**config.mk**
```make
export PLATFORM = sky130hd
export DESIGN_NAME = onewire_bit_timing_engine
export DESIGN_NICKNAME = d
export VERILOG_FILES = /design/src/rtl/core/owbte_pkg.sv /design/src/rtl/core/onewire_bit_timing_engine.sv
export SDC_FILE = /design/constraint.sdc
export NUM_CORES = 1
export LEC_CHECK = 0
export BUFFER_PORTS_ARGS = -buffer_cell sky130_fd_sc_hd__clkbuf_2
export CAP_MARGIN = 20
export CORE_MARGIN = 5
export CORE_UTILIZATION = 45
export CTS_CLUSTER_DIAMETER = 60
export DETAILED_ROUTE_END_ITERATION = 8
export GPL_TIMING_DRIVEN = 0
export PLACE_DENSITY = 0.68
export SYNTH_ARGS = -nofsm -noshare
export SYNTH_HDL_FRONTEND = slang
export SYNTH_SLANG_ARGS = --single-unit
export TNS_END_PERCENT = 50
```
**constraint.sdc**
```tcl
create_clock -name clk -period 2 [get_ports clk]
set_input_delay 0.5 -clock clk [delete_from_list [all_inputs] [get_ports clk]]
set_output_delay 0.5 -clock clk [all_outputs]
set_load 0.05 [all_outputs]
```
**src/rtl/core/owbte_pkg.sv**
```systemverilog
package owbte_pkg;

	// Parameter defaults
	localparam int MAX_BITS_DEF    = 64;
	localparam int COUNT_WIDTH_DEF = 10;

	// Field widths fixed by the interface
	localparam int ACT_W   = 2;
	localparam int CNT_W   = 7;
	localparam int DATA_W  = 64;
	localparam int REG_W   = 10;
	localparam int NUM_REG = 8;
	localparam int IDX_W   = 3;
	localparam int STAT_W  = 2;

	// Fixed timing in ticks
	localparam int LEAD_IN_US    = 100;
	localparam int WRITE_TAIL_US = 20;

	// Action codes on the input word
	localparam logic [ACT_W-1:0] ACT_TICK  = 2'd0;
	localparam logic [ACT_W-1:0] ACT_RESET = 2'd1;
	localparam logic [ACT_W-1:0] ACT_READ  = 2'd2;
	localparam logic [ACT_W-1:0] ACT_WRITE = 2'd3;

	// Operation codes, same encoding as the start actions
	localparam logic [ACT_W-1:0] OP_IDLE  = 2'd0;
	localparam logic [ACT_W-1:0] OP_RESET = 2'd1;
	localparam logic [ACT_W-1:0] OP_READ  = 2'd2;
	localparam logic [ACT_W-1:0] OP_WRITE = 2'd3;

	// Phase codes within an operation
	localparam logic [1:0] PH_START = 2'd0;
	localparam logic [1:0] PH_MID   = 2'd1;
	localparam logic [1:0] PH_END   = 2'd2;

	// Status codes
	localparam logic [STAT_W-1:0] ST_OK   = 2'd0;
	localparam logic [STAT_W-1:0] ST_LOW  = 2'd1;
	localparam logic [STAT_W-1:0] ST_BUSY = 2'd2;

	// Register indexes
	localparam logic [IDX_W-1:0] REG_RESET_LOW  = 3'd0;
	localparam logic [IDX_W-1:0] REG_PRES_SMP   = 3'd1;
	localparam logic [IDX_W-1:0] REG_RESET_TAIL = 3'd2;
	localparam logic [IDX_W-1:0] REG_READ_LOW   = 3'd3;
	localparam logic [IDX_W-1:0] REG_READ_SMP   = 3'd4;
	localparam logic [IDX_W-1:0] REG_READ_TAIL  = 3'd5;
	localparam logic [IDX_W-1:0] REG_WRITE_LOW  = 3'd6;
	localparam logic [IDX_W-1:0] REG_WRITE_BIT  = 3'd7;

	typedef logic [REG_W-1:0] reg_val_t;

	// Register values after reset, by index
	localparam reg_val_t REG_RESET_VAL [NUM_REG] = '{
		10'd500, 10'd100, 10'd450, 10'd1, 10'd2, 10'd60, 10'd10, 10'd40
	};

endpackage

```
**src/rtl/core/onewire_bit_timing_engine.sv**
```systemverilog
// The result word of an accepted input word is registered and offered in the next cycle.
// Throughput: one word per cycle; the result register is the only stage and
// takes a new word whenever it is empty or its word is taken in the same cycle.
// Reset (arst_n low, asynchronous): idle, line released, countdown and data
// cleared, timing registers at their default values, no result pending.
module onewire_bit_timing_engine #(
	parameter int MAX_BITS    = owbte_pkg::MAX_BITS_DEF,
	parameter int COUNT_WIDTH = owbte_pkg::COUNT_WIDTH_DEF
) (
	input  logic                            clk,
	input  logic                            arst_n,
	// configuration
	input  logic                            cfg_wr_en,
	input  logic [owbte_pkg::IDX_W-1:0]     cfg_index,
	input  logic [owbte_pkg::REG_W-1:0]     cfg_data,
	// input channel
	input  logic                            in_valid,
	output logic                            in_ready,
	input  logic [owbte_pkg::ACT_W-1:0]     action,
	input  logic [owbte_pkg::CNT_W-1:0]     bit_count,
	input  logic [owbte_pkg::DATA_W-1:0]    write_data,
	input  logic                            line_level,
	// output channel
	output logic                            out_valid,
	input  logic                            out_ready,
	output logic                            drive_low,
	output logic                            busy_res,
	output logic                            done_res,
	output logic [owbte_pkg::STAT_W-1:0]    status,
	output logic                            presence,
	output logic [owbte_pkg::DATA_W-1:0]    read_data
);
	import owbte_pkg::*;

	localparam int BL_W  = $clog2(MAX_BITS + 1);
	localparam int CMP_W = (BL_W > CNT_W) ? BL_W : CNT_W;
	localparam int POS_W = BL_W + 1;

	// Timing registers
	reg_val_t regs_q [NUM_REG];

	// Sequencer state
	logic [ACT_W-1:0]       op_q, n_op;
	logic [1:0]             phase_q, n_phase;
	logic [COUNT_WIDTH-1:0] cnt_q, n_cnt;
	logic [BL_W-1:0]        bits_left_q, n_bits_left;
	logic [POS_W-1:0]       bit_pos_q, n_bit_pos;
	logic [DATA_W-1:0]      data_q, n_data;
	logic                   pres_q, n_pres;
	logic                   drive_q, n_drive;

	// Result register fields not held in the state
	logic                   out_valid_q;
	logic                   done_q, n_done;
	logic [STAT_W-1:0]      status_q, n_status;

	logic                   accept;
	logic                   fin;
	logic [CMP_W-1:0]       count_ext;
	logic [BL_W-1:0]        count_sat;

	assign in_ready = !out_valid_q || out_ready;
	assign accept   = in_valid && in_ready;

	// Clip the requested bit count to the largest supported transfer
	always_comb begin
		count_ext = CMP_W'(bit_count);
		if (count_ext > CMP_W'(MAX_BITS)) begin
			count_sat = BL_W'(MAX_BITS);
		end else begin
			count_sat = BL_W'(count_ext);
		end
	end

	// Next state for one word
	always_comb begin
		n_op        = op_q;
		n_phase     = phase_q;
		n_cnt       = cnt_q;
		n_bits_left = bits_left_q;
		n_bit_pos   = bit_pos_q;
		n_data      = data_q;
		n_pres      = pres_q;
		n_drive     = drive_q;
		n_done      = 1'b0;
		n_status    = ST_OK;
		fin         = 1'b0;

		if (op_q != OP_IDLE) begin
			if (action != ACT_TICK) begin
				n_status = ST_BUSY;
			end
			if (cnt_q <= COUNT_WIDTH'(1)) begin
				n_cnt = '0;
				unique case (op_q)
					OP_RESET: begin
						if (phase_q == PH_START) begin
							n_drive = 1'b0;
							n_phase = PH_MID;
							n_cnt   = COUNT_WIDTH'(regs_q[REG_PRES_SMP]);
						end else if (phase_q == PH_MID) begin
							n_pres  = !line_level;
							n_phase = PH_END;
							n_cnt   = COUNT_WIDTH'(regs_q[REG_RESET_TAIL]);
						end else begin
							fin = 1'b1;
						end
					end
					OP_READ: begin
						if (phase_q == PH_START) begin
							if (bits_left_q == '0) begin
								fin = 1'b1;
							end else begin
								n_drive = 1'b1;
								n_phase = PH_MID;
								n_cnt   = COUNT_WIDTH'(regs_q[REG_READ_LOW]);
							end
						end else if (phase_q == PH_MID) begin
							n_drive = 1'b0;
							n_phase = PH_END;
							n_cnt   = COUNT_WIDTH'(regs_q[REG_READ_SMP]);
						end else begin
							n_bits_left = bits_left_q - BL_W'(1);
							if (32'(bit_pos_q) < DATA_W && line_level) begin
								n_data = data_q | (DATA_W'(1) << bit_pos_q);
							end
							n_bit_pos = bit_pos_q + POS_W'(1);
							n_phase   = PH_START;
							n_cnt     = COUNT_WIDTH'(regs_q[REG_READ_TAIL]);
						end
					end
					OP_WRITE: begin
						if (phase_q == PH_START) begin
							if (bits_left_q == '0) begin
								n_data = '0;
								fin    = 1'b1;
							end else begin
								n_drive = 1'b1;
								n_phase = PH_MID;
								n_cnt   = COUNT_WIDTH'(regs_q[REG_WRITE_LOW]);
							end
						end else if (phase_q == PH_MID) begin
							n_bits_left = bits_left_q - BL_W'(1);
							// a one bit releases the line early
							if (data_q[0]) begin
								n_drive = 1'b0;
							end
							n_data    = data_q >> 1;
							n_bit_pos = bit_pos_q + POS_W'(1);
							n_phase   = PH_END;
							n_cnt     = COUNT_WIDTH'(regs_q[REG_WRITE_BIT]);
						end else begin
							n_drive = 1'b0;
							n_phase = PH_START;
							n_cnt   = COUNT_WIDTH'(WRITE_TAIL_US);
						end
					end
					default: begin
						fin = 1'b1;
					end
				endcase
				if (fin) begin
					n_op    = OP_IDLE;
					n_phase = PH_START;
					n_drive = 1'b0;
					n_done  = 1'b1;
				end
			end else begin
				n_cnt = cnt_q - COUNT_WIDTH'(1);
			end
		end else if (action != ACT_TICK) begin
			if (!line_level) begin
				n_status = ST_LOW;
			end else begin
				n_op      = action;
				n_phase   = PH_START;
				n_bit_pos = '0;
				if (action == ACT_RESET) begin
					n_pres      = 1'b0;
					n_drive     = 1'b1;
					n_bits_left = '0;
					n_cnt       = COUNT_WIDTH'(regs_q[REG_RESET_LOW]);
				end else begin
					n_drive     = 1'b0;
					n_bits_left = count_sat;
					n_data      = (action == ACT_WRITE) ? write_data : '0;
					n_cnt       = COUNT_WIDTH'(LEAD_IN_US);
				end
			end
		end
	end

	// Timing register writes
	always_ff @(posedge clk or negedge arst_n) begin
		if (!arst_n) begin
			for (int i = 0; i < NUM_REG; i++) begin
				regs_q[i] <= REG_RESET_VAL[i];
			end
		end else if (cfg_wr_en) begin
			regs_q[cfg_index] <= cfg_data;
		end
	end

	// Advance state and load the result word on accept
	always_ff @(posedge clk or negedge arst_n) begin
		if (!arst_n) begin
			op_q        <= OP_IDLE;
			phase_q     <= PH_START;
			cnt_q       <= '0;
			bits_left_q <= '0;
			bit_pos_q   <= '0;
			data_q      <= '0;
			pres_q      <= 1'b0;
			drive_q     <= 1'b0;
			done_q      <= 1'b0;
			status_q    <= ST_OK;
		end else if (accept) begin
			op_q        <= n_op;
			phase_q     <= n_phase;
			cnt_q       <= n_cnt;
			bits_left_q <= n_bits_left;
			bit_pos_q   <= n_bit_pos;
			data_q      <= n_data;
			pres_q      <= n_pres;
			drive_q     <= n_drive;
			done_q      <= n_done;
			status_q    <= n_status;
		end
	end

	// Hold the result word until taken
	always_ff @(posedge clk or negedge arst_n) begin
		if (!arst_n) begin
			out_valid_q <= 1'b0;
		end else if (accept) begin
			out_valid_q <= 1'b1;
		end else if (out_ready) begin
			out_valid_q <= 1'b0;
		end
	end

	assign out_valid = out_valid_q;
	assign drive_low = drive_q;
	assign busy_res  = (op_q != OP_IDLE);
	assign done_res  = done_q;
	assign status    = status_q;
	assign presence  = pres_q;
	assign read_data = (op_q == OP_WRITE) ? '0 : data_q;

endmodule

```
== After elaboration in Yosys (flattened, before gate mapping) ==
Cells that the tools add are included.

* Register bits after elaboration: 179
* Bits of input ports: 92

* Add/subtract/negate cells: 3
* Magnitude comparators: 5
* Equality and inequality tests: 27
* Shifts and indexed selects: 1
* Mux-type cells: 105
* Bitwise operators: 2
* Reductions and logical operators: 22

{| class="wikitable"
|+ Operators with widths
! cell !! number
|-
| 64-bit two-way mux || 13
|-
| 10-bit two-way mux || 14
|-
| 64-bit one-hot mux with 2 select lines || 1
|-
| 80-bit bitwise mux || 1
|-
| 7-bit two-way mux || 10
|-
| 8-bit two-way mux || 8
|-
| 64-bit OR || 1
|-
| 1-bit by 8-bit << shifter with 64-bit output, first input constant || 1
|-
| 1-bit two-way mux || 34
|-
| 2-bit two-way mux || 17
|-
| 10-bit demux with 3-bit select || 1
|-
| 10-bit one-hot mux with 3 select lines || 1
|-
| 8-bit one-hot mux with 2 select lines || 1
|-
| 8-bit AND reduction || 2
|-
| 3-bit inequality test, second input constant || 5
|-
| 7-bit one-hot mux with 2 select lines || 1
|-
| 4-bit inequality test, second input constant || 3
|-
| 2-bit nonzero test || 6
|-
| 11-bit AND reduction || 1
|-
| 10-bit by 1-bit less-or-equal comparator with 1-bit output, second input constant || 1
|-
| 5-bit inequality test, second input constant || 2
|-
| 10-bit by 1-bit subtractor with 10-bit output, second input constant || 1
|-
| 9-bit AND reduction || 1
|-
| 8-bit by 1-bit adder with 8-bit output, second input constant || 1
|-
| other kinds (27) || 38
|}

== Depth between registers and ports, before layout ==
* Depth in word-level cells: 9
* Depth in mapped cells: 10

== Worst setup path after synthesis ==
OpenSTA, ideal clock, no wires.

* Path kind: register to output
* From: register op_q[0]
* To: output port read_data[63] in the netlist's numbering
* Data arrival time: 1897 ps
* Required time: 1500 ps
* Slack: -397 ps
* Stages on the path, launching flop included: 6
* Path buffers: 3
* Cells stage by stage: dfrtp_1 ha_1 buf_2 buf_1 buf_1 nor2b_1

* Word-level cells in the longest chain between the ends: 2

{| class="wikitable"
|+ Ends and longest elaborated chain
! what !! line !! RTL
|-
| start: declaration || onewire_bit_timing_engine.sv:43 || <nowiki>logic [ACT_W-1:0] op_q, n_op;</nowiki>
|-
| start signal: assignment || onewire_bit_timing_engine.sv:218 || <nowiki>op_q <= n_op;</nowiki>
|-
| 2-bit == test || onewire_bit_timing_engine.sv:248 || <nowiki>assign read_data = (op_q == OP_WRITE) ? '0 : data_q;</nowiki>
|-
| 64-bit two-way mux || onewire_bit_timing_engine.sv:248 ||
|-
| end: declaration || onewire_bit_timing_engine.sv:31 || <nowiki>output logic [owbte_pkg::DATA_W-1:0] read_data</nowiki>
|}

Every way passes these cells.

== Worst setup path in the final report ==
* From: register op_q[0]
* To: output port read_data[38] in the netlist's numbering

The elaborated chain is that of the path after synthesis.

==> impl_metrics.toml <==
[drt]
detailed_router_iteration_count_before_antenna_repair = 6
wl_per_cell_um = 22.4
route.detailed.drc = 0
viasPerCell = 6.23
detailroute.via_count = 9505
finalWirelength_um = 34200
initialDrtViolationCount = 852
drtAntennaViolNets = 0

[yosys]
yosys.area.top_type = "dfrtp_1"
synth.yosys.warnings = 0
nets_in_the_synthesized_netlist = 1100
synth.cell_area_mm2 = 0.0103
synth-seq-area-share = 0.437
ys_async_sr_fraction = 1.00
post-synth-top-count-cell = "dfrtp_1"
top_reg_cell_synth = "dfrtp_1"
synth-seq-cells = 179
yosys-top-cells-count = "dfrtp_1, o21ai_0, nand2_1"
synth_enable_flop_cells = 0
yosys.area.top_type_share = 0.379
post_synth.cell_area_avg_um2 = 10.3
synth.area.top_cells = "dfrtp_1, mux2_2, dfstp_2"
synthCells = 999
yosys.cell_types.count = 73

[cts]
clock_path_buffers = 2
clock_pin_transition_on_the_worst_setup_and_hold_timing_paths_ns = 0.08
clkLatencyLatePin_ns = 0.45
cts_tree = "done"
cts_max_level = 4
root_buffer = "clkbuf_16"
cts-hold-fix-buffers = 0
cts_inserted_buffers = 17
cts_num_sinks = 179

[layout]
areaGrowthSynthToFinish_pct = 40.9
filler_cell_count = 1724
nets = 1327
layoutNonFillerInstCount = 1525
ratio_of_cells_with_drive_above_1_in_the_final_layout = 0.471

[floorplan]
design.portCount = 164
fp-row-count = 55
die_width_um = 161
coreArea_mm2 = 0.0226
initial_core_utilization = 0.457
fp.dieArea_mm2 = 0.0260
die_height_um = 161

[sta]
timing_max_transition_violations_final = 0
hold_viol_final = 0
unrepaired_setup_endpoints_after_global_routing = "true"
skew_ns = 0.0144
final_period_minus_worst_setup_slack_ns = 2.34
report.final.setup_viol = 158
post-route-period-util = 1.17
max_slew.worst_pin.slew_ns = 1.03
fmax_mhz = 427
pnr_worst_setup_slack_ns = -0.343
max-slew-margin-rel = 0.310

[critical_path]
setup.worst_path.class = "flip-flop to output pin"
worst-endpoint-required_ns = 1.50
cells_on_worst_reg2reg_path = 9
crit_path_end_kind = "output pin"
setup.worst_path.start_class = "flip-flop"
arrival_ns = 1.84
max_stage_delay_ns = 0.47
rr_endpoint = "data_q[22]$_DFFE_PN0P_"
regToRegStartpoint = "op_q[0]$_DFFE_PN0P_"
r2r_setup_slack_ns = -0.34
crit_path_max_fanout = 10
critical_path.cell_chain = "ha_4 > buf_12 > clkbuf_16 > nor2b_4 > buf_8"
timing.critical_path.slowest_stage_cell = "dfrtp_2"

[global_routing]
first_global_vias = 9185
groute.usage.overall = 0.244
grt_antenna_before_repair = 1
globalRouteOverflowTotal = 0
grt_max_degree = 92
grt_first_pass_wirelength_um = 51100

[placement]
gpl_wtd_cong = 0.863
dpl.hpwl_um = 22100
io_buffers = 161
post-place-cells = 1450
pre_cts_ws_ns = -1.14

[pwr]
power_density_mw_per_mm2 = 1400
cellLeakagePower_nw = 6.24
peakVddDrop_mv = 0.664

[hold_path]
worstHoldPathType = "primary input to async pin"

[status]
outcome = "complete, but fails checks"
failed_checks = "setup timing"

[run]
cap_violations = 0
## power by group
group / internal, W / switching [W]
clock: 0.00174 / 0.00181
combinational: 0.00499 / 0.00612
sequential: 0.00473 / 0.000952
## worst max-delay path by stage
stage | depth (start not counted) | slack (ns) | end | from
after global routing | 8 | -0.38 | data_q[10]$_DFFE_PN0P_ | op_q[0]$_DFFE_PN0P_
final | 5 | -0.34 | read_data[38] | op_q[0]$_DFFE_PN0P_
after detailed placement | 6 | -1.14 | read_data[63] | op_q[0]$_DFFE_PN0P_
after floorplan | 4 | -0.22 | read_data[0] | op_q[0]$_DFFE_PN0P_
after global placement | 1 | -3.39 | out_valid$_DFFE_PN0P_ | arst_n
after CTS | 5 | -0.33 | read_data[5] | op_q[0]$_DFFE_PN0P_
## stage by stage
stage	hold slack, ns	power, W	TNS [ns]	util	area, um2
2_1_floorplan	0.204	0.0109	-26.38	-	10400
3_3_place_gp	0.466	0.0129	-598.62	0.510	11500
3_5_place_dp	0.480	0.0131	-91.13	0.514	11600
4_1_cts	0.144	0.0192	-37.01	0.614	13900
5_1_grt	0.179	0.0212	-47.14	0.644	14500
6_report	0.113	0.0203	-40.41	0.644	14500
## sequential cells by signal, summed over array words and instances, names as in the netlist
name,count
bit_pos_q,8
bits_left_q,7
cnt_q,10
data_q,64
done_res,1
drive_low,1
op_q,2
out_valid,1
phase_q,2
presence,1
regs_q,80
status,2
## cell families after synthesis
| logic type | synth area share |
|---|---|
| xor gates and xnor gates | 0.00340 |
| adders and majority gates | 0.0109 |
| muxes | 0.175 |
| AOI/OAI and AO/OA | 0.183 |
| DFF | 0.437 |
| and+or+nand+nor | 0.154 |
| buffers and inverters | 0.0370 |
## metal layers
| metal | wire length [um] | up-vias | part of all wire | track usage |
|---|---|---|---|---|
| met5 | 13 | - | 0.00038 | 0 |
| met4 | 928 | 2 | 0.027 | 0.0737 |
| met3 | 2280 | 82 | 0.067 | 0.0398 |
| met2 | 16600 | 450 | 0.49 | 0.408 |
| met1 | 14300 | 4771 | 0.42 | 0.327 |
| li1 | - | 4200 | - | - |
## critical path, delay by kind of cell, from the launching register on
kind          cells  cell delay (ns)
simple gates      1             0.19
fa+ha+maj         1             0.22
buf+inv           3             0.51
flops             1             0.47
## repair_timing
item                       in CTS  in global routing
gates cloned                    3                  7
pin swaps                      20                  8
setup endpoints to repair     162                161
setup buffers                  24                 11
gates resized for setup       376                147
## placed cells by master (no fill, tap or decap), drive strengths merged, types with 25 or more instances in the layout
| cell | count |
|---|---|
| dfrtp | 156 |
| mux2 | 143 |
| inv | 25 |
| o21ai | 96 |
| a221oi | 67 |
| clkbuf | 158 |
| nor2b | 68 |
| nor2 | 58 |
| buf | 134 |
| nand2 | 90 |
## area by class of cell
| cell class | instances | area (um2) | share of cell area |
|---|---|---|---|
| Inverter | 17 | 77.6 | 0.00534 |
| Tap cell | 285 | 357 | 0.0245 |
| Multi-Input combinational cell | 736 | 6290 | 0.433 |
| Clock inverter | 15 | 209 | 0.0144 |
| Antenna cell | 1 | 2.50 | 0.000172 |
| Timing Repair Buffer | 210 | 2070 | 0.143 |
| Clock buffer | 17 | 425 | 0.0293 |
| Buffer | 65 | 587 | 0.0404 |
| Sequential cell | 179 | 4510 | 0.310 |
No activity file was read; power rests on OpenSTA's default activity.
